[src/rtl/obl_pkg.sv]
// ----------------------------------------------------------------------------
// obl_pkg: shared types and codes for the ordered byte list
// Holds the command and status codes, the cell operation codes and the
// control bundle that the sequencer broadcasts along the chain of cells.
// ----------------------------------------------------------------------------
package obl_pkg;

  // Command codes carried in the input beat.
  typedef enum logic [2:0] {
    CMD_PUSH_BACK  = 3'd0,
    CMD_PUSH_FRONT = 3'd1,
    CMD_INSERT     = 3'd2,
    CMD_POP_BACK   = 3'd3,
    CMD_POP_FRONT  = 3'd4,
    CMD_ERASE      = 3'd5,
    CMD_FIND       = 3'd6,
    CMD_CLEAR      = 3'd7
  } cmd_e;

  // Status codes reported in every result beat.
  typedef enum logic [2:0] {
    STS_OK        = 3'd0,
    STS_EMPTY     = 3'd1,
    STS_RANGE     = 3'd2,
    STS_NOT_FOUND = 3'd3,
    STS_FULL      = 3'd4
  } status_e;

  // Operation that every cell applies in the same cycle.
  typedef enum logic [1:0] {
    OP_NONE   = 2'd0,
    OP_INSERT = 2'd1,
    OP_ERASE  = 2'd2,
    OP_CLEAR  = 2'd3
  } op_e;

  // Field widths of the stream beats.
  localparam int unsigned CmdW    = 3;
  localparam int unsigned IndexW  = 5;
  localparam int unsigned ByteW   = 8;
  localparam int unsigned StatusW = 3;
  localparam int unsigned TotalW  = 5;
  localparam int unsigned MatchW  = 4;
  localparam int unsigned InDataW  = 16;
  localparam int unsigned OutDataW = 32;

  // Broadcast control for the chain: the operation and the byte it uses.
  typedef struct packed {
    op_e              op;
    logic [ByteW-1:0] value;
  } cell_ctrl_t;

endpackage

[src/rtl/obl_cell.sv]
// ----------------------------------------------------------------------------
// obl_cell: one storage cell of the ordered byte list
// Holds one byte and its valid flag. On insert it takes the new byte or its
// left neighbor, on erase its right neighbor, and it compares its byte with
// the broadcast value for find.
// ----------------------------------------------------------------------------
module obl_cell #(
  parameter int unsigned PosW    = 4,
  parameter int unsigned CellPos = 0
) (
  input  logic                      clk_i,
  input  logic                      rst_ni,
  input  obl_pkg::cell_ctrl_t       ctrl_i,
  input  logic [PosW-1:0]           pos_i,
  input  logic [obl_pkg::ByteW-1:0] left_data_i,
  input  logic                      left_valid_i,
  input  logic [obl_pkg::ByteW-1:0] right_data_i,
  input  logic                      right_valid_i,
  output logic [obl_pkg::ByteW-1:0] data_o,
  output logic                      valid_o,
  output logic                      hit_o,
  output logic [obl_pkg::ByteW-1:0] tail_data_o
);

  localparam logic [PosW-1:0] MyPos = PosW'(CellPos);

  logic [obl_pkg::ByteW-1:0] data_q, data_d;
  logic                      valid_q, valid_d;

  // Next contents of the cell for the broadcast operation.
  always_comb begin
    data_d  = data_q;
    valid_d = valid_q;
    case (ctrl_i.op)
      obl_pkg::OP_INSERT: begin
        if (MyPos == pos_i) begin
          data_d  = ctrl_i.value;
          valid_d = 1'b1;
        end else if (MyPos > pos_i) begin
          data_d  = left_data_i;
          valid_d = left_valid_i;
        end
      end
      obl_pkg::OP_ERASE: begin
        if (MyPos >= pos_i) begin
          data_d  = right_data_i;
          valid_d = right_valid_i;
        end
      end
      obl_pkg::OP_CLEAR: begin
        valid_d = 1'b0;
      end
      default: begin
      end
    endcase
  end

  // The valid flag is control state and clears at reset.
  always_ff @(posedge clk_i or negedge rst_ni) begin
    if (!rst_ni) begin
      valid_q <= 1'b0;
    end else begin
      valid_q <= valid_d;
    end
  end

  // The stored byte is payload and needs no reset.
  always_ff @(posedge clk_i) begin
    data_q <= data_d;
  end

  // The tail cell is the last valid one; it presents its byte as the back.
  assign data_o      = data_q;
  assign valid_o     = valid_q;
  assign hit_o       = valid_q && (data_q == ctrl_i.value);
  assign tail_data_o = (valid_q && !right_valid_i) ? data_q : '0;

endmodule

[src/rtl/obl_chain.sv]
// ----------------------------------------------------------------------------
// obl_chain: the row of cells that stores the list
// Wires each cell to its neighbors, gathers the find hits and presents the
// front and back bytes of the list.
// ----------------------------------------------------------------------------
module obl_chain #(
  parameter int unsigned Capacity = 16,
  parameter int unsigned PosW     = 4
) (
  input  logic                      clk_i,
  input  logic                      rst_ni,
  input  obl_pkg::cell_ctrl_t       ctrl_i,
  input  logic [PosW-1:0]           pos_i,
  output logic [Capacity-1:0]       hit_o,
  output logic [obl_pkg::ByteW-1:0] front_o,
  output logic [obl_pkg::ByteW-1:0] back_o
);

  logic [obl_pkg::ByteW-1:0] data_w [Capacity];
  logic [obl_pkg::ByteW-1:0] tail_w [Capacity];
  logic [Capacity-1:0]       valid_w;

  // One cell per list position, front at cell zero.
  for (genvar i = 0; i < Capacity; i++) begin : g_cell
    logic [obl_pkg::ByteW-1:0] left_data, right_data;
    logic                      left_valid, right_valid;

    if (i == 0) begin : g_first
      assign left_data  = '0;
      assign left_valid = 1'b0;
    end else begin : g_inner_left
      assign left_data  = data_w[i-1];
      assign left_valid = valid_w[i-1];
    end

    if (i == Capacity - 1) begin : g_last
      assign right_data  = '0;
      assign right_valid = 1'b0;
    end else begin : g_inner_right
      assign right_data  = data_w[i+1];
      assign right_valid = valid_w[i+1];
    end

    obl_cell #(
      .PosW    (PosW),
      .CellPos (i)
    ) u_cell (
      .clk_i         (clk_i),
      .rst_ni        (rst_ni),
      .ctrl_i        (ctrl_i),
      .pos_i         (pos_i),
      .left_data_i   (left_data),
      .left_valid_i  (left_valid),
      .right_data_i  (right_data),
      .right_valid_i (right_valid),
      .data_o        (data_w[i]),
      .valid_o       (valid_w[i]),
      .hit_o         (hit_o[i]),
      .tail_data_o   (tail_w[i])
    );
  end

  // Only one cell is the tail, so the back byte is an OR over all cells.
  always_comb begin
    back_o = '0;
    for (int unsigned i = 0; i < Capacity; i++) begin
      back_o = back_o | tail_w[i];
    end
  end

  assign front_o = valid_w[0] ? data_w[0] : '0;

endmodule

[src/rtl/ordered_byte_list.sv]
// ----------------------------------------------------------------------------
// ordered_byte_list: bounded ordered list of bytes with deque commands
// Top level: decodes commands, steers the chain of cells, scans for find and
// holds the result beat for the output stream.
// ----------------------------------------------------------------------------
// Usage:
//   Commands enter on the s_axis stream, one per beat; each command gives
//   exactly one result beat on the m_axis stream, in order.
//   Push, insert, pop, erase and clear update the row of cells at the edge
//   that takes the beat; the result fields are registered there and then
//   loaded into the output register, and a new command is taken in the same
//   cycle that the previous result is loaded, so these run at one beat per
//   cycle while the receiver keeps m_axis_tready high. Find latches the
//   per-cell compare hits and then walks them one cell per cycle from the
//   front toward the back, and reports the first matching position.
//   The one-cell-per-cycle hit walk sets the find time.
//   When the receiver stalls, the result stays in the output register, one
//   more result waits inside, and s_axis_tready drops until space frees.
//   Reset empties the list and the output register; stored bytes are not
//   cleared, they are simply marked invalid.
// ----------------------------------------------------------------------------
module ordered_byte_list #(
  parameter int unsigned CAPACITY = 16
) (
  input  logic        clk_i,
  input  logic        rst_ni,
  input  logic        s_axis_tvalid,
  output logic        s_axis_tready,
  // command [2:0], index [7:3], value [15:8]
  input  logic [15:0] s_axis_tdata,
  output logic        m_axis_tvalid,
  input  logic        m_axis_tready,
  // status [2:0], front_value [10:3], back_value [18:11],
  // item_total [23:19], match_position [27:24], zero fill [31:28]
  output logic [31:0] m_axis_tdata
);

  localparam int unsigned CntW = $clog2(CAPACITY + 1);
  localparam int unsigned PosW = $clog2(CAPACITY);
  localparam int unsigned CmpW = (CntW > obl_pkg::IndexW) ? CntW : obl_pkg::IndexW;
  localparam int unsigned MPosW = (PosW > obl_pkg::MatchW) ? PosW : obl_pkg::MatchW;

  // Sequencer states.
  localparam logic [1:0] ST_IDLE = 2'd0;
  localparam logic [1:0] ST_SCAN = 2'd1;
  localparam logic [1:0] ST_DONE = 2'd2;

  logic [1:0]                  state_q, state_d;
  logic [CntW-1:0]             count_q, count_d;
  logic [obl_pkg::StatusW-1:0] status_q, status_d;
  logic [PosW-1:0]             match_q, match_d;
  logic [CAPACITY-1:0]         vec_q, vec_d;
  logic [PosW-1:0]             scan_q, scan_d;
  logic                        out_valid_q;
  logic [obl_pkg::OutDataW-1:0] out_data_q;

  obl_pkg::cmd_e             cmd;
  logic [obl_pkg::IndexW-1:0] idx;
  logic [obl_pkg::ByteW-1:0] val;
  logic [CmpW-1:0]           idx_ext, cnt_ext;
  logic [CntW-1:0]           cnt_m1;
  logic                      full, empty;
  logic                      in_acc, out_free, load;
  obl_pkg::cell_ctrl_t       ctrl;
  logic [PosW-1:0]           pos;
  logic [CAPACITY-1:0]       hits;
  logic [obl_pkg::ByteW-1:0] front, back;
  logic [MPosW-1:0]          match_ext;

  // Input beat fields.
  assign cmd = obl_pkg::cmd_e'(s_axis_tdata[2:0]);
  assign idx = s_axis_tdata[7:3];
  assign val = s_axis_tdata[15:8];

  assign idx_ext = CmpW'(idx);
  assign cnt_ext = CmpW'(count_q);
  assign cnt_m1  = count_q - CntW'(1);
  assign full    = (count_q == CntW'(CAPACITY));
  assign empty   = (count_q == '0);

  // Handshakes: a result waiting in DONE loads when the output slot frees.
  assign out_free      = !out_valid_q || m_axis_tready;
  assign load          = (state_q == ST_DONE) && out_free;
  assign s_axis_tready = (state_q == ST_IDLE) || load;
  assign in_acc        = s_axis_tvalid && s_axis_tready;

  // Command decode: status, cell operation and new count.
  always_comb begin
    ctrl.op    = obl_pkg::OP_NONE;
    ctrl.value = val;
    pos        = '0;
    count_d    = count_q;
    status_d   = status_q;
    match_d    = match_q;
    vec_d      = vec_q;
    scan_d     = scan_q;
    state_d    = state_q;

    if (load) begin
      state_d = ST_IDLE;
    end

    unique case (state_q)
      ST_SCAN: begin
        // Walk the latched hits from the front toward the back, one position a cycle.
        if (vec_q[0]) begin
          status_d = obl_pkg::STS_OK;
          match_d  = scan_q;
          state_d  = ST_DONE;
        end else if (vec_q == '0) begin
          status_d = obl_pkg::STS_NOT_FOUND;
          match_d  = '0;
          state_d  = ST_DONE;
        end else begin
          vec_d  = vec_q >> 1;
          scan_d = scan_q + PosW'(1);
        end
      end
      default: begin
      end
    endcase

    if (in_acc) begin
      status_d = obl_pkg::STS_OK;
      match_d  = '0;
      state_d  = ST_DONE;
      unique case (cmd)
        obl_pkg::CMD_PUSH_BACK: begin
          if (full) begin
            status_d = obl_pkg::STS_FULL;
          end else begin
            ctrl.op = obl_pkg::OP_INSERT;
            pos     = count_q[PosW-1:0];
            count_d = count_q + CntW'(1);
          end
        end
        obl_pkg::CMD_PUSH_FRONT: begin
          if (full) begin
            status_d = obl_pkg::STS_FULL;
          end else begin
            ctrl.op = obl_pkg::OP_INSERT;
            count_d = count_q + CntW'(1);
          end
        end
        obl_pkg::CMD_INSERT: begin
          if (idx_ext > cnt_ext) begin
            status_d = obl_pkg::STS_RANGE;
          end else if (full) begin
            status_d = obl_pkg::STS_FULL;
          end else begin
            ctrl.op = obl_pkg::OP_INSERT;
            pos     = idx_ext[PosW-1:0];
            count_d = count_q + CntW'(1);
          end
        end
        obl_pkg::CMD_POP_BACK: begin
          if (empty) begin
            status_d = obl_pkg::STS_EMPTY;
          end else begin
            ctrl.op = obl_pkg::OP_ERASE;
            pos     = cnt_m1[PosW-1:0];
            count_d = cnt_m1;
          end
        end
        obl_pkg::CMD_POP_FRONT: begin
          if (empty) begin
            status_d = obl_pkg::STS_EMPTY;
          end else begin
            ctrl.op = obl_pkg::OP_ERASE;
            count_d = cnt_m1;
          end
        end
        obl_pkg::CMD_ERASE: begin
          if (idx_ext >= cnt_ext) begin
            status_d = obl_pkg::STS_RANGE;
          end else begin
            ctrl.op = obl_pkg::OP_ERASE;
            pos     = idx_ext[PosW-1:0];
            count_d = cnt_m1;
          end
        end
        obl_pkg::CMD_FIND: begin
          vec_d   = hits;
          scan_d  = '0;
          state_d = ST_SCAN;
        end
        obl_pkg::CMD_CLEAR: begin
          ctrl.op = obl_pkg::OP_CLEAR;
          count_d = '0;
        end
      endcase
    end
  end

  // Row of cells holding the list.
  obl_chain #(
    .Capacity (CAPACITY),
    .PosW     (PosW)
  ) u_chain (
    .clk_i   (clk_i),
    .rst_ni  (rst_ni),
    .ctrl_i  (ctrl),
    .pos_i   (pos),
    .hit_o   (hits),
    .front_o (front),
    .back_o  (back)
  );

  // Control registers.
  always_ff @(posedge clk_i or negedge rst_ni) begin
    if (!rst_ni) begin
      state_q     <= ST_IDLE;
      count_q     <= '0;
      out_valid_q <= 1'b0;
    end else begin
      state_q <= state_d;
      count_q <= count_d;
      if (load) begin
        out_valid_q <= 1'b1;
      end else if (m_axis_tready) begin
        out_valid_q <= 1'b0;
      end
    end
  end

  assign match_ext = MPosW'(match_q);

  // Payload registers: pending result fields and the output beat.
  always_ff @(posedge clk_i) begin
    status_q <= status_d;
    match_q  <= match_d;
    vec_q    <= vec_d;
    scan_q   <= scan_d;
    if (load) begin
      out_data_q <= {4'b0000, match_ext[obl_pkg::MatchW-1:0],
                     cnt_ext[obl_pkg::TotalW-1:0], back, front, status_q};
    end
  end

  assign m_axis_tvalid = out_valid_q;
  assign m_axis_tdata  = out_data_q;

endmodule
[config.mk]
export PLATFORM = sky130hd
export DESIGN_NAME = ordered_byte_list
export DESIGN_NICKNAME = d
export VERILOG_FILES = /design/src/rtl/obl_pkg.sv /design/src/rtl/obl_cell.sv /design/src/rtl/obl_chain.sv /design/src/rtl/ordered_byte_list.sv
export SDC_FILE = /design/constraint.sdc
export NUM_CORES = 1
export LEC_CHECK = 0
export BUFFER_PORTS_ARGS = -buffer_cell sky130_fd_sc_hd__buf_2
export CAP_MARGIN = 20
export CELL_PAD_IN_SITES_DETAIL_PLACEMENT = 0
export CELL_PAD_IN_SITES_GLOBAL_PLACEMENT = 1
export CORE_ASPECT_RATIO = 1.4
export CORE_UTILIZATION = 53
export CTS_CLUSTER_SIZE = 10
export DETAILED_ROUTE_END_ITERATION = 16
export MAX_ROUTING_LAYER = met4
export PLACE_DENSITY_LB_ADDON = 0.1
export RECOVER_POWER = 100
export SLEW_MARGIN = 20
export SYNTH_ARGS = -nofsm -noshare
export SYNTH_HDL_FRONTEND = slang
export SYNTH_SLANG_ARGS = --single-unit
[constraint.sdc]
create_clock -name clk_i -period 12 [get_ports clk_i]
set_clock_uncertainty 0.1 [all_clocks]
set_input_delay 0.6 -clock clk_i [delete_from_list [all_inputs] [get_ports clk_i]]
set_output_delay 0.6 -clock clk_i [all_outputs]
set_load 0.03 [all_outputs]
==> results of run 1 <==
[metal layers]
layer / wire (um) / track usage
met5: 0 / -
met3: 3540 / 0.0503
met4: 2690 / 0.191
met1: 16500 / 0.438
met2: 20500 / 0.556
[cells in the mapped netlist (5+ instances only)]
| master | instances | area, um^2 |
|---|---|---|
| sky130_fd_sc_hd__nand3b_1 | 5 | 37.5 |
| sky130_fd_sc_hd__mux2i_1 | 137 | 1370 |
| sky130_fd_sc_hd__a22oi_1 | 10 | 75.1 |
| sky130_fd_sc_hd__o22ai_1 | 5 | 31.3 |
| sky130_fd_sc_hd__buf_4 | 8 | 60.1 |
| sky130_fd_sc_hd__edfxtp_1 | 159 | 4770 |
| sky130_fd_sc_hd__buf_1 | 9 | 33.8 |
| sky130_fd_sc_hd__clkbuf_1 | 86 | 323 |
| sky130_fd_sc_hd__o21ai_1 | 21 | 105 |
| sky130_fd_sc_hd__nand2_1 | 175 | 657 |
| sky130_fd_sc_hd__nor4_1 | 24 | 150 |
| sky130_fd_sc_hd__nor2_1 | 38 | 143 |
| sky130_fd_sc_hd__nand3_1 | 14 | 70.1 |
| sky130_fd_sc_hd__inv_1 | 15 | 56.3 |
| sky130_fd_sc_hd__xor2_1 | 54 | 473 |
| sky130_fd_sc_hd__nand4_1 | 44 | 275 |
| sky130_fd_sc_hd__and3_1 | 5 | 31.3 |
| sky130_fd_sc_hd__o21ai_0 | 153 | 766 |
| sky130_fd_sc_hd__buf_2 | 17 | 85.1 |
| sky130_fd_sc_hd__dfxtp_1 | 24 | 480 |
| sky130_fd_sc_hd__and2_1 | 8 | 50.1 |
| sky130_fd_sc_hd__mux2_2 | 8 | 90.1 |
| sky130_fd_sc_hd__dfrtp_1 | 24 | 601 |
| sky130_fd_sc_hd__xnor2_1 | 78 | 683 |
| sky130_fd_sc_hd__nor2b_1 | 22 | 138 |
| sky130_fd_sc_hd__a221oi_1 | 29 | 254 |
| sky130_fd_sc_hd__nor3_1 | 10 | 50.1 |
| sky130_fd_sc_hd__a31oi_1 | 13 | 81.3 |
| sky130_fd_sc_hd__nand2b_1 | 12 | 75.1 |
| sky130_fd_sc_hd__o21a_1 | 5 | 37.5 |
| sky130_fd_sc_hd__a21oi_1 | 31 | 155 |
| sky130_fd_sc_hd__ha_1 | 13 | 163 |
| sky130_fd_sc_hd__a22o_1 | 17 | 149 |
| sky130_fd_sc_hd__o31ai_1 | 6 | 45.0 |
| sky130_fd_sc_hd__a21boi_0 | 6 | 45.0 |
[worst max-delay path by stage]
| stage | slack (ps) | cells after the start | endpoint |
|---|---|---|---|
| final | 6780 | 9 | u_chain.g_cell[8].u_cell.data_o[6] |
| after global routing | 6360 | 9 | u_chain.g_cell[8].u_cell.data_o[5] |
| after CTS | 7050 | 14 | u_chain.g_cell[9].u_cell.data_o[2] |
| after detailed placement | 7030 | 14 | u_chain.g_cell[9].u_cell.data_o[4] |
| after global placement | 7160 | 14 | u_chain.g_cell[8].u_cell.data_o[0] |
| after floorplan | 7970 | 15 | u_chain.g_cell[8].u_cell.data_o[0] |
[cells by family after synthesis]
family,Yosys count
and+or+nand+nor,377
AOI/OAI and AO/OA,329
DFF,207
muxes,146
buffers and inverters,138
xor gates and xnor gates,132
adders and majority gates,13
other,1
[critical path, stage by stage (launching register included)]
cell	delay, ps
sky130_fd_sc_hd__dfrtp_1	660
sky130_fd_sc_hd__inv_1	120
sky130_fd_sc_hd__ha_1	310
sky130_fd_sc_hd__and3_1	170
sky130_fd_sc_hd__a31oi_1	100
sky130_fd_sc_hd__or2_2	320
sky130_fd_sc_hd__a21boi_0	240
sky130_fd_sc_hd__a31oi_1	780
sky130_fd_sc_hd__nand4_1	850
sky130_fd_sc_hd__a21boi_0	1180
[layout make-up]
class | count | area (um^2) | share of cell area
multi-input cells | 1001 | 6700 | 0.478
flip-flops and latches | 207 | 5860 | 0.418
clock buffers | 43 | 672 | 0.0480
well taps | 310 | 388 | 0.0277
repair buffers | 70 | 327 | 0.0233
inverters | 15 | 56.3 | 0.00402
clock inverters | 1 | 16.3 | 0.00116
[state kept, by name (all words and copies together) (netlist names)]
register                       flops
cnt_ext                            5
m_axis_tdata                      28
m_axis_tvalid                      1
match_ext                          4
scan_q                             4
state_q                            2
status_q                           3
u_chain.g_cell.u_cell.data_o     128
u_chain.g_cell.u_cell.valid_o     16
vec_q                             16
[power groups by stage]
stage / Sequential [mW] / Clock (mW) / Combinational (mW)
4_1_cts: 1.56 / 0.675 / 1.31
5_1_grt: 1.60 / 0.701 / 1.41
2_1_floorplan: 1.42 / 0 / 0.945
3_3_place_gp: 1.57 / 0 / 1.28
6_report: 1.58 / 0.670 / 1.30
3_5_place_dp: 1.57 / 0 / 1.30
[through the flow]
| stage | area, um^2 | hold slack (ps) |
|---|---|---|
| finish | 14000 | 316 |
| global route | 14000 | 320 |
| CTS | 14200 | 12.2 |
| detailed placement | 13500 | 306 |
| global placement | 13500 | 301 |
| floorplan | 13200 | 204 |
==> reports/metrics.json, run 1 <==
{
  "power_and_ir_drop": {
    "combinationalPowerShare": 0.365,
    "ir_worst_vdd_mv": 0.150,
    "internal_power_mw": 2.01,
    "sw_frac_of_total": 0.433,
    "share_seq_of_total_power": 0.446,
    "power.leakage_nw": 5.07,
    "fraction_of_power_consumed_by_the_clock_network": 0.189,
    "power_mw": 3.55,
    "power_per_cell_area_nw_per_um2": 253,
    "p_sw_mw": 1.53
  },
  "global_route": {
    "grt_remaining_overflow": 0,
    "grt_pass1_wl_mm": 64.8,
    "grt_max_degree": 137,
    "number_of_antenna_violations_at_the_first_check_in_global_routing": 0,
    "gr-usage-all-layers": 0.353,
    "first_global_vias": 10182
  },
  "placed_design": {
    "placed_cells_incl_taps": 1603,
    "portBuffers": 49,
    "pre_cts_slack_ps": 7030,
    "detailedPlacementHpwl_mm": 30.0,
    "routabilityCongestion": 0.991
  },
  "timing": {
    "post-route-min-period_ps": 5220,
    "timing.final.crit_share": 0.435,
    "fmax_mhz": 191,
    "timing.setup.tns_ps": 0,
    "timing_max_transition_violations_final": 66,
    "fin_ws_ps": 6780,
    "transition_time_at_the_pin_with_the_least_slew_margin_ps": 2890,
    "finalSetupViolCount": 0,
    "slew-limit-headroom": -0.936,
    "timing_hold_violations_final": 0,
    "grt_setup_unrepaired": "false"
  },
  "synthesis": {
    "async_reset_ff_frac": 0.116,
    "number_of_unique_standard_cell_types_used_by_synthesis": 68,
    "yosysSeqAreaShare": 0.446,
    "syn_avg_cell_area_um2": 9.78,
    "synth-simple-area-share": 0.141,
    "post_synth_mux_area_share": 0.112,
    "synthesis.area_um2": 13100,
    "combinational_family_with_the_most_area_after_synthesis": "compound AO/OA/AOI/OAI gates",
    "synth-xor-area-share": 0.0880,
    "synth-main-ff-cell": "sky130_fd_sc_hd__edfxtp_1",
    "synth_warnings": 0,
    "syn_inst": 1343,
    "synth_compound_gate_area_share": 0.156,
    "post_synth_adder_cell_area": 0.0124,
    "synth_seq_cells": 207,
    "number_of_flops_mapped_to_enable_cells_by_yosys": 159
  },
  "routing": {
    "drt-total-wl_mm": 43.2,
    "drc": 0,
    "detail-route-antenna-nets": 0,
    "detail_route.vias_per_cell": 6.52,
    "detailedRoute.firstPassIterationCount": 8,
    "routed_wire_length_per_instance_um": 26.2,
    "via_count": 10743,
    "first_iter_violations": 1169
  },
  "floorplan": {
    "floorplan.die.height_um": 188,
    "design.portCount": 54,
    "design.core.area_um2": 24100,
    "start_util": 0.544,
    "dieWidth_um": 135,
    "rows": 67,
    "die_area_um2": 25400
  },
  "clock_tree": {
    "cts-buffers-inserted": 24,
    "cts_setup_buffers": 0,
    "worstSkewPairLatency_ps": 540,
    "post_cts.resized_instances": 0,
    "clockRootBuffer": "sky130_fd_sc_hd__clkbuf_16",
    "htree_num_levels": 1,
    "clk_path_buf_depth": 3,
    "cts-hold-fix-buffers": 0,
    "post_cts_clock_slew_at_the_launch_and_capture_registers_of_the_worst_setup_and_hold_paths_ps": 60,
    "tritoncts_num_sinks": 207,
    "tritoncts": "built"
  },
  "layout": {
    "antenna_cells": 0,
    "postLayoutCoreUtil": 0.580,
    "final_common_cell": "sky130_fd_sc_hd__nand2_1",
    "commonest_cells_after_routing_fill_and_taps_aside": "175 x sky130_fd_sc_hd__nand2_1, 163 x sky130_fd_sc_hd__o21ai_0, 159 x sky130_fd_sc_hd__edfxtp_1",
    "nFillCells": 2173,
    "drive_gt1_frac": 0.0524,
    "synthToLayoutAreaGrowth_pct": 6.62,
    "instances_no_fill": 1647,
    "layout.nets": 1352
  },
  "worst_setup_path": {
    "worstReg2RegEnd": "u_chain.g_cell[8].u_cell.data_o[6]",
    "worstPathMaxFanout": 17,
    "worstRegToRegCells": 9,
    "r2r-start": "cnt_ext[2]",
    "critPathKind": "register to register",
    "worst_ep_required_time_ps": 12050,
    "worst_setup_path_start_kind": "register",
    "setup.reg_to_reg.worst_slack_ps": 6780,
    "setup.worst_path.start": "cnt_ext[2]",
    "crit_path_end_kind": "register",
    "timing.critical_path.arrival_ps": 5270
  },
  "run_status": {
    "violated_checks": "max-capacitance violations, max-slew violations",
    "status": "finished, violations left"
  },
  "job": {
    "max-cap-violations": 4
  },
  "worst_hold_path": {
    "min_delay_worst_endpoint": "m_axis_tvalid",
    "hold_path_depth": 3,
    "holdCritStartpoint": "m_axis_tready",
    "hp-class": "input port to register"
  }
}
(Power assumes the default switching activity.)
==> run 2: changes to the inputs <==
--- a/config.mk
+++ b/config.mk
@@ -5,12 +5,13 @@
 export SDC_FILE = /design/constraint.sdc
 export NUM_CORES = 1
 export LEC_CHECK = 0
+export ABC_AREA = 1
 export BUFFER_PORTS_ARGS = -buffer_cell sky130_fd_sc_hd__buf_2
 export CAP_MARGIN = 20
 export CELL_PAD_IN_SITES_DETAIL_PLACEMENT = 0
 export CELL_PAD_IN_SITES_GLOBAL_PLACEMENT = 1
 export CORE_ASPECT_RATIO = 1.4
-export CORE_UTILIZATION = 53
+export CORE_UTILIZATION = 42
 export CTS_CLUSTER_SIZE = 10
 export DETAILED_ROUTE_END_ITERATION = 16
 export MAX_ROUTING_LAYER = met4
==> constraint.sdc (replaced) <==
create_clock -name clk_i -period 4.66 [get_ports clk_i]
set_clock_uncertainty 0.1 [all_clocks]
set_input_delay 0.233 -clock clk_i [delete_from_list [all_inputs] [get_ports clk_i]]
set_output_delay 0.233 -clock clk_i [all_outputs]
set_load 0.03 [all_outputs]
==> run 2 against run 1 <==
  * Synthesized cell count increased by 31%
  * Largest power group is now combinational cells
  * The run still ends with max-capacitance violations, max-slew violations left
  * Via count increased by 22%
  * Total power increased to 2.7 times the previous value
  * Global-route usage is 1.5 points lower
  * Maximum frequency is 28% higher
  * Sequential cell count stayed put
  * Design area increased by 4.1%
  * Cell count increased by 33%
  * Count of clock-buffer cells in the layout stayed put
  * Die area increased by 28%
==> reports/metrics.json, run 2 <==
{
  "run_status": {
    "status": "finished, violations left",
    "violated_checks": "max-capacitance violations, max-slew violations"
  },
  "floorplan": {
    "rows": {"value": 76, "change": "+13%"},
    "design.core.area": {"value": 31000, "unit": "um^2", "change": "+28%"},
    "start_util": {"value": 0.431, "change": "-0.113"},
    "dieWidth": {"value": 153, "unit": "um", "change": "+13%"},
    "design.portCount": {"value": 54, "change": "unchanged"},
    "floorplan.die.height": {"value": 213, "unit": "um", "change": "+13%"},
    "die_area": {"value": 32500, "unit": "um^2", "change": "+28%"}
  },
  "placed_design": {
    "routabilityCongestion": {"value": 0.944, "change": "-4.7%"},
    "detailedPlacementHpwl": {"value": 38.4, "unit": "mm", "change": "+28%"},
    "placed_cells_incl_taps": {"value": 2143, "change": "+34%"},
    "portBuffers": {"value": 49, "change": "unchanged"}
  },
  "layout": {
    "commonest_cells_after_routing_fill_and_taps_aside": "484 x sky130_fd_sc_hd__nand2_1, 218 x sky130_fd_sc_hd__inv_1, 159 x sky130_fd_sc_hd__edfxtp_1",
    "final_common_cell": "sky130_fd_sc_hd__nand2_1",
    "drive_gt1_frac": {"value": 0.0623, "change": "+0.00994"},
    "instances_no_fill": {"value": 2190, "change": "+33%"},
    "layout.nets": {"value": 1814, "change": "+34%"},
    "synthToLayoutAreaGrowth_pct": 9.24,
    "flip_flop_count_of_the_largest_register_after_layout": {"value": 128, "change": "unchanged"}
  },
  "worst_setup_path": {
    "setup.worst_path.start": "cnt_ext[3]",
    "worst_setup_path_start_kind": "register",
    "worst_ep_required_time": {"value": 4730, "unit": "ps", "change": "-7320 ps"},
    "timing.critical_path.arrival": {"value": 4140, "unit": "ps", "change": "-1130 ps"},
    "crit_path_end_kind": "register",
    "r2r-start": "cnt_ext[3]",
    "worstPathMaxFanout": {"value": 8, "change": "-9"},
    "critPathKind": "register to register"
  },
  "timing": {
    "timing_hold_violations_final": {"value": 0, "change": "unchanged"},
    "timing_max_transition_violations_final": {"value": 54, "change": "-18%"},
    "fin_hold_ws": {"value": 130, "unit": "ps", "change": "-186 ps"},
    "post-route-min-period": {"value": 4070, "unit": "ps", "change": "-1150 ps"},
    "transition_time_at_the_pin_with_the_least_slew_margin": {"value": 2080, "unit": "ps", "change": "-817 ps"},
    "timing.setup.tns": {"value": 0, "unit": "ps", "change": "unchanged"},
    "finalSetupViolCount": {"value": 0, "change": "unchanged"},
    "grt_setup_unrepaired": "false",
    "fmax": {"value": 246, "unit": "MHz", "change": "+28%"},
    "slew-limit-headroom": {"value": -0.384, "change": "+0.552"},
    "timing.final.crit_share": {"value": 0.874, "change": "+0.439"}
  },
  "worst_hold_path": {
    "holdCritStartpoint": "s_axis_tdata[0]",
    "hp-class": "input port to register"
  },
  "clock_tree": {
    "cts-buffers-inserted": {"value": 24, "change": "unchanged"},
    "tritoncts_num_sinks": {"value": 207, "change": "unchanged"},
    "tritoncts": "built",
    "post_cts.resized_instances": {"value": 0, "change": "unchanged"},
    "post_cts_clock_slew_at_the_launch_and_capture_registers_of_the_worst_setup_and_hold_paths": {"value": 70, "unit": "ps", "change": "about the same"},
    "cts_setup_buffers": {"value": 0, "change": "unchanged"},
    "cts-hold-fix-buffers": {"value": 2, "change": "+2"},
    "clockRootBuffer": "sky130_fd_sc_hd__clkbuf_16",
    "clk_path_buf_depth": {"value": 3, "change": "unchanged"},
    "htree_num_levels": {"value": 1, "change": "unchanged"},
    "worstSkewPairLatency": {"value": 550, "unit": "ps", "change": "about the same"}
  },
  "global_route": {
    "grt_remaining_overflow": {"value": 0, "change": "unchanged"},
    "gr-usage-all-layers": {"value": 0.338, "change": "-0.0153"},
    "first_global_vias": {"value": 12418, "change": "+22%"},
    "number_of_antenna_violations_at_the_first_check_in_global_routing": {"value": 2, "change": "+2"},
    "grt_max_degree": {"value": 72, "change": "-47%"},
    "grt_pass1_wl": {"value": 78.8, "unit": "mm", "change": "+22%"}
  },
  "power_and_ir_drop": {
    "power": {"value": 9.68, "unit": "mW", "change": "+170%"},
    "ir_worst_vdd": {"value": 0.287, "unit": "mV", "change": "+92%"},
    "power.leakage": {"value": 6.42, "unit": "nW", "change": "+27%"},
    "power_per_cell_area": {"value": 663, "unit": "nW/um^2", "change": "+160%"}
  },
  "routing": {
    "via_count": {"value": 13058, "change": "+22%"},
    "detail-route-antenna-nets": {"value": 0, "change": "unchanged"},
    "drt-total-wl": {"value": 53.1, "unit": "mm", "change": "+23%"},
    "detail_route.vias_per_cell": {"value": 5.96, "change": "-8.6%"},
    "drc": {"value": 0, "change": "unchanged"},
    "first_iter_violations": {"value": 1114, "change": "-4.7%"},
    "routed_wire_length_per_instance": {"value": 24.3, "unit": "um", "change": "-7.5%"},
    "detailedRoute.firstPassIterationCount": {"value": 7, "change": "-1"}
  },
  "job": {
    "max-cap-violations": {"value": 2, "change": "-2"}
  },
  "synthesis": {
    "synth_warnings": {"value": 0, "change": "unchanged"},
    "number_of_unique_standard_cell_types_used_by_synthesis": {"value": 49, "change": "-28%"},
    "netlist.area_leader.share": {"value": 0.358, "change": "-0.00586"},
    "async_reset_ff_frac": {"value": 0.116, "change": "unchanged"},
    "synthTopCellsByCount": "479 x sky130_fd_sc_hd__nand2_1, 216 x sky130_fd_sc_hd__inv_1, 159 x sky130_fd_sc_hd__edfxtp_1",
    "synth_top_cell_by_area": "sky130_fd_sc_hd__edfxtp_1",
    "synth_seq_cells": {"value": 207, "change": "unchanged"},
    "synth-main-ff-cell": "sky130_fd_sc_hd__edfxtp_1",
    "syn_avg_cell_area": {"value": 7.61, "unit": "um^2", "change": "-22%"},
    "synthesis.area": {"value": 13400, "unit": "um^2", "change": "+1.6%"},
    "yosysMostFrequentCell": "sky130_fd_sc_hd__nand2_1",
    "syn_inst": {"value": 1754, "change": "+31%"},
    "synth.top_cells.by_area": "sky130_fd_sc_hd__edfxtp_1 36%, sky130_fd_sc_hd__nand2_1 13%, sky130_fd_sc_hd__inv_1 6.1%",
    "yosysSeqAreaShare": {"value": 0.438, "change": "-0.00718"},
    "number_of_flops_mapped_to_enable_cells_by_yosys": {"value": 159, "change": "unchanged"}
  }
}
==> run 2: layout make-up <==
| cell class | count | area, um^2 |
|---|---|---|
| multi-input combinational | 1228 | 6200 |
| inverter | 238 | 898 |
| timing repair buffer | 82 | 450 |
| tap | 390 | 488 |
| clock buffer | 43 | 693 |
| fill | 3275 | 16400 |
| sequential | 207 | 5860 |
| antenna | 2 | 5.00 |
==> run 2: stage by stage <==
step	setup WS, ps	util	cell area [um^2]
after floorplan	287	-	13400
after global placement	960	0.452	14000
after detailed placement	869	0.452	14000
after CTS	857	0.475	14700
after global routing	307	0.471	14600
final	587	0.471	14600
==> run 2: path summary, 6_finish.rpt <==
kind / to / slack (ps) / cells after the start
worst max-delay path: u_chain.g_cell[12].u_cell.data_o[6] / 590 / 16
worst min-delay path: vec_q[15] / 130 / 6
worst max register to register: u_chain.g_cell[12].u_cell.data_o[6] / 590 / 16
worst min register to register: m_axis_tdata[26] / 330 / 0
max in group asynchronous: m_axis_tvalid / 2690 / 2
min in group asynchronous: u_chain.g_cell[12].u_cell.valid_o / 660 / 2
==> run 2: critical path, stage by stage, from the launching register on <==
cell	delay, ps
sky130_fd_sc_hd__dfrtp_1	590
sky130_fd_sc_hd__inv_1	100
sky130_fd_sc_hd__ha_1	290
sky130_fd_sc_hd__nand2_1	80
sky130_fd_sc_hd__nor2_1	150
sky130_fd_sc_hd__nand2_1	180
sky130_fd_sc_hd__nand2_1	230
sky130_fd_sc_hd__nand3_1	90
sky130_fd_sc_hd__nand3_1	90
sky130_fd_sc_hd__nand2_1	90
sky130_fd_sc_hd__ha_1	230
sky130_fd_sc_hd__nor2_1	150
sky130_fd_sc_hd__clkbuf_1	270
sky130_fd_sc_hd__nor2_1	170
sky130_fd_sc_hd__nand2_1	170
sky130_fd_sc_hd__nor2_1	90
sky130_fd_sc_hd__nor2_1	630
==> run 2: power breakdown <==
part / leakage (nW) / total, mW / switching, mW / internal (mW)
sequential: 1.97 / 3.57 / 0.547 / 3.02
combinational: 4.12 / 4.32 / 3.14 / 1.18
clock: 0.329 / 1.79 / 0.794 / 0.995
==> run 2: kinds of logic after synthesis <==
kind of cell	share of synthesized area
AO/OA/AOI/OAI	0.176
buffers and inverters	0.0939
XOR/XNOR	0.0184
adder cells (fa/ha/maj)	0.0122
flip-flops	0.438
AND/OR/NAND/NOR	0.261
other	0.000281
==> run 2: per-layer routing <==
metal / track usage / share of wire / routed length [um]
met2: 0.580 / 0.50 / 26400
met5: - / 0 / 0
met1: 0.398 / 0.39 / 21000
met3: 0.0343 / 0.060 / 3170
met4: 0.168 / 0.049 / 2590
==> run 3: changes to the inputs <==
--- a/config.mk
+++ b/config.mk
@@ -8,15 +8,16 @@
 export ABC_AREA = 1
 export BUFFER_PORTS_ARGS = -buffer_cell sky130_fd_sc_hd__buf_2
 export CAP_MARGIN = 20
-export CELL_PAD_IN_SITES_DETAIL_PLACEMENT = 0
-export CELL_PAD_IN_SITES_GLOBAL_PLACEMENT = 1
+export CELL_PAD_IN_SITES_DETAIL_PLACEMENT = 1
+export CELL_PAD_IN_SITES_GLOBAL_PLACEMENT = 2
 export CORE_ASPECT_RATIO = 1.4
-export CORE_UTILIZATION = 42
+export CORE_UTILIZATION = 34
 export CTS_CLUSTER_SIZE = 10
 export DETAILED_ROUTE_END_ITERATION = 16
 export MAX_ROUTING_LAYER = met4
-export PLACE_DENSITY_LB_ADDON = 0.1
+export PLACE_DENSITY = 0.87
 export RECOVER_POWER = 100
+export REMOVE_ABC_BUFFERS = 1
 export SLEW_MARGIN = 20
 export SYNTH_ARGS = -nofsm -noshare
 export SYNTH_HDL_FRONTEND = slang
==> run 3 against run 2 <==
  * The run still ends with max-capacitance violations, max-slew violations left
  * Utilization is 8.8 points lower
  * Critical path depth is 3 lower
  * Maximum frequency is 1.6% lower
  * Global-route usage is 5.3 points lower
  * Cell count is 6.1% higher
  * Setup slack worse by 68 ps
  * Register-to-register slack worse by 70 ps
  * First-iteration DRC count is 3.3% lower
  * Non-clock buffer count is 1 higher
  * Count of clock-buffer cells in the layout is 1 higher
  * Combinational power is 2% higher
  * Sequential power hardly changed
==> reports/metrics.json, run 3 (synthesis gave the netlist of run 2 again) <==
{
  "placed_design": {
    "routabilityCongestion": {"value": 0.956, "change": "+1.3%"},
    "placement.cell_area": {"value": 14200, "unit": "um^2", "change": "+1.1%"},
    "portBuffers": {"value": 49, "change": "unchanged"},
    "detailedPlacementHpwl": {"value": 41.0, "unit": "mm", "change": "+6.6%"},
    "pre_cts_slack": {"value": 727, "unit": "ps", "change": "-142 ps"}
  },
  "clock_tree": {
    "post_cts_clock_slew_at_the_launch_and_capture_registers_of_the_worst_setup_and_hold_paths": {"value": 60, "unit": "ps", "change": "about the same"},
    "cts-buffers-inserted": {"value": 25, "change": "+4.2%"},
    "clockRootBuffer": "sky130_fd_sc_hd__clkbuf_16",
    "clk_path_buf_depth": {"value": 3, "change": "unchanged"},
    "worstSkewPairLatency": {"value": 550, "unit": "ps", "change": "about the same"},
    "post_cts.resized_instances": {"value": 0, "change": "unchanged"},
    "htree_num_levels": {"value": 1, "change": "unchanged"},
    "tritoncts": "built",
    "tritoncts_num_sinks": {"value": 207, "change": "unchanged"}
  },
  "timing": {
    "timing_hold_violations_final": {"value": 0, "change": "unchanged"},
    "grt_setup_unrepaired": "false",
    "fin_hold_ws": {"value": 105, "unit": "ps", "change": "-24.4 ps"},
    "fin_ws": {"value": 520, "unit": "ps", "change": "-67.7 ps"},
    "fmax": {"value": 242, "unit": "MHz", "change": "-1.6%"},
    "slew-limit-headroom": {"value": -0.418, "change": "-0.0345"},
    "transition_time_at_the_pin_with_the_least_slew_margin": {"value": 2130, "unit": "ps", "change": "+51.8 ps"},
    "finalSetupViolCount": {"value": 0, "change": "unchanged"},
    "timing.final.crit_share": {"value": 0.888, "change": "+0.0145"},
    "timing_max_transition_violations_final": {"value": 54, "change": "unchanged"},
    "post-route-min-period": {"value": 4140, "unit": "ps", "change": "+67.7 ps"}
  },
  "floorplan": {
    "dieWidth": {"value": 170, "unit": "um", "change": "+11%"},
    "rows": {"value": 85, "change": "+12%"},
    "design.portCount": {"value": 54, "change": "unchanged"},
    "design.core.area": {"value": 38600, "unit": "um^2", "change": "+25%"},
    "floorplan.die.height": {"value": 237, "unit": "um", "change": "+11%"},
    "die_area": {"value": 40100, "unit": "um^2", "change": "+23%"},
    "start_util": {"value": 0.346, "change": "-0.0849"}
  },
  "layout": {
    "antenna_cells": {"value": 0, "change": "-2"},
    "nFillCells": {"value": 4763, "change": "+45%"},
    "final_common_cell": "sky130_fd_sc_hd__nand2_1",
    "drive_gt1_frac": {"value": 0.0644, "change": "+0.00212"},
    "flip_flop_count_of_the_largest_register_after_layout": {"value": 128, "change": "unchanged"},
    "stdcell_area": {"value": 14800, "unit": "um^2", "change": "+1.1%"},
    "postLayoutCoreUtil": {"value": 0.382, "change": "-0.0884"},
    "layout.nets": {"value": 1816, "change": "+0.11%"},
    "commonest_cells_after_routing_fill_and_taps_aside": "485 x sky130_fd_sc_hd__nand2_1, 217 x sky130_fd_sc_hd__inv_1, 159 x sky130_fd_sc_hd__edfxtp_1",
    "synthToLayoutAreaGrowth_pct": 10.5
  },
  "global_route": {
    "grt_max_degree": {"value": 78, "change": "+8.3%"},
    "first_global_vias": {"value": 13647, "change": "+9.9%"},
    "number_of_antenna_violations_at_the_first_check_in_global_routing": {"value": 0, "change": "-2"},
    "gr-usage-all-layers": {"value": 0.285, "change": "-0.0527"},
    "grt_remaining_overflow": {"value": 0, "change": "unchanged"},
    "grt_pass1_wl": {"value": 83.3, "unit": "mm", "change": "+5.7%"}
  },
  "routing": {
    "via_count": {"value": 13392, "change": "+2.6%"},
    "drt-total-wl": {"value": 55.6, "unit": "mm", "change": "+4.7%"},
    "detailedRoute.firstPassIterationCount": {"value": 5, "change": "-2"},
    "routed_wire_length_per_instance": {"value": 24.0, "unit": "um", "change": "-1.3%"},
    "detail_route.vias_per_cell": {"value": 5.76, "change": "-3.3%"},
    "first_iter_violations": {"value": 1077, "change": "-3.3%"},
    "detail-route-antenna-nets": {"value": 0, "change": "unchanged"},
    "drc": {"value": 0, "change": "unchanged"}
  },
  "worst_setup_path": {
    "worst_setup_path_start_kind": "register",
    "worst_ep_required_time": {"value": 4720, "unit": "ps", "change": "about the same"},
    "worstPathMaxFanout": {"value": 8, "change": "unchanged"},
    "timing.critical_path.arrival": {"value": 4200, "unit": "ps", "change": "+60 ps"},
    "crit_path_end_kind": "register",
    "critPathKind": "register to register"
  },
  "worst_hold_path": {
    "hp-class": "input port to register"
  },
  "power_and_ir_drop": {
    "ir_worst_vdd": {"value": 0.223, "unit": "mV", "change": "-22%"},
    "power_per_cell_area": {"value": 666, "unit": "nW/um^2", "change": "+0.36%"},
    "power": {"value": 9.82, "unit": "mW", "change": "+1.5%"},
    "power.leakage": {"value": 6.42, "unit": "nW", "change": "about the same"}
  },
  "run_status": {
    "status": "finished, violations left",
    "violated_checks": "max-capacitance violations, max-slew violations"
  },
  "job": {
    "max-cap-violations": {"value": 2, "change": "unchanged"}
  }
}
-- run 3: stage by stage --
stage	TNS, ps	std cells
floorplan	-348230	1673
finish	0	2323
CTS	0	2323
detailed placement	0	2276
global placement	0	2276
global route	0	2323
-- run 3: metal layers --
layer	wire [um]	track usage	part of all wire	vias to the layer above
met1	21000	0.313	0.38	6688
met2	28500	0.500	0.51	482
met5	0	-	0	-
met3	2860	0.0331	0.051	172
met4	3240	0.156	0.058	0
li1	-	-	-	6050
-- run 3: timing repair --
item / 4_1_cts / 5_1_grt
endpoints found under the hold margin: 25 / 0
hold buffers: 2 / 0
buffers inserted: 0 / 0
-- run 3: path summary, 6_finish.rpt --
| path | slack, ps | to | start | depth (start not counted) |
|---|---|---|---|---|
| max | 520 | u_chain.g_cell[13].u_cell.data_o[5] | cnt_ext[3] | 13 |
| min | 110 | vec_q[15] | s_axis_tdata[0] | 6 |
| max reg2reg | 520 | u_chain.g_cell[13].u_cell.data_o[5] | cnt_ext[3] | 13 |
| min reg2reg | 330 | m_axis_tdata[1] | status_q[1] | 0 |
| max in group asynchronous | 2990 | u_chain.g_cell[1].u_cell.valid_o | rst_ni | 2 |
| min in group asynchronous | 530 | u_chain.g_cell[8].u_cell.valid_o | rst_ni | 2 |
-- run 3: final cells by class --
| type | count | area (um^2) | area share |
|---|---|---|---|
| clock buffer | 44 | 717 | 0.0486 |
| clock inverter | 1 | 7.51 | 0.000509 |
| inverter | 238 | 898 | 0.0609 |
| multi-input combinational | 1228 | 6190 | 0.419 |
| sequential | 207 | 5860 | 0.397 |
| tap | 522 | 653 | 0.0443 |
| timing repair buffer | 83 | 437 | 0.0296 |
-- run 3: critical path, stage by stage (launching register included) --
cell	delay (ps)
sky130_fd_sc_hd__dfrtp_1	580
sky130_fd_sc_hd__inv_1	110
sky130_fd_sc_hd__ha_1	280
sky130_fd_sc_hd__nand2_1	110
sky130_fd_sc_hd__nor2_1	80
sky130_fd_sc_hd__nand2_1	200
sky130_fd_sc_hd__nand2_1	210
sky130_fd_sc_hd__nand3_1	120
sky130_fd_sc_hd__nand2_1	80
sky130_fd_sc_hd__o21ai_1	680
sky130_fd_sc_hd__nor2_1	310
sky130_fd_sc_hd__nand2_1	230
sky130_fd_sc_hd__nor2_1	90
sky130_fd_sc_hd__nor2_1	580
-- run 3: power breakdown --
part / internal, mW / total, mW / switching [mW]
registers: 3.03 / 3.58 / 0.549
clock network: 1.03 / 1.84 / 0.814
logic: 1.17 / 4.40 / 3.23
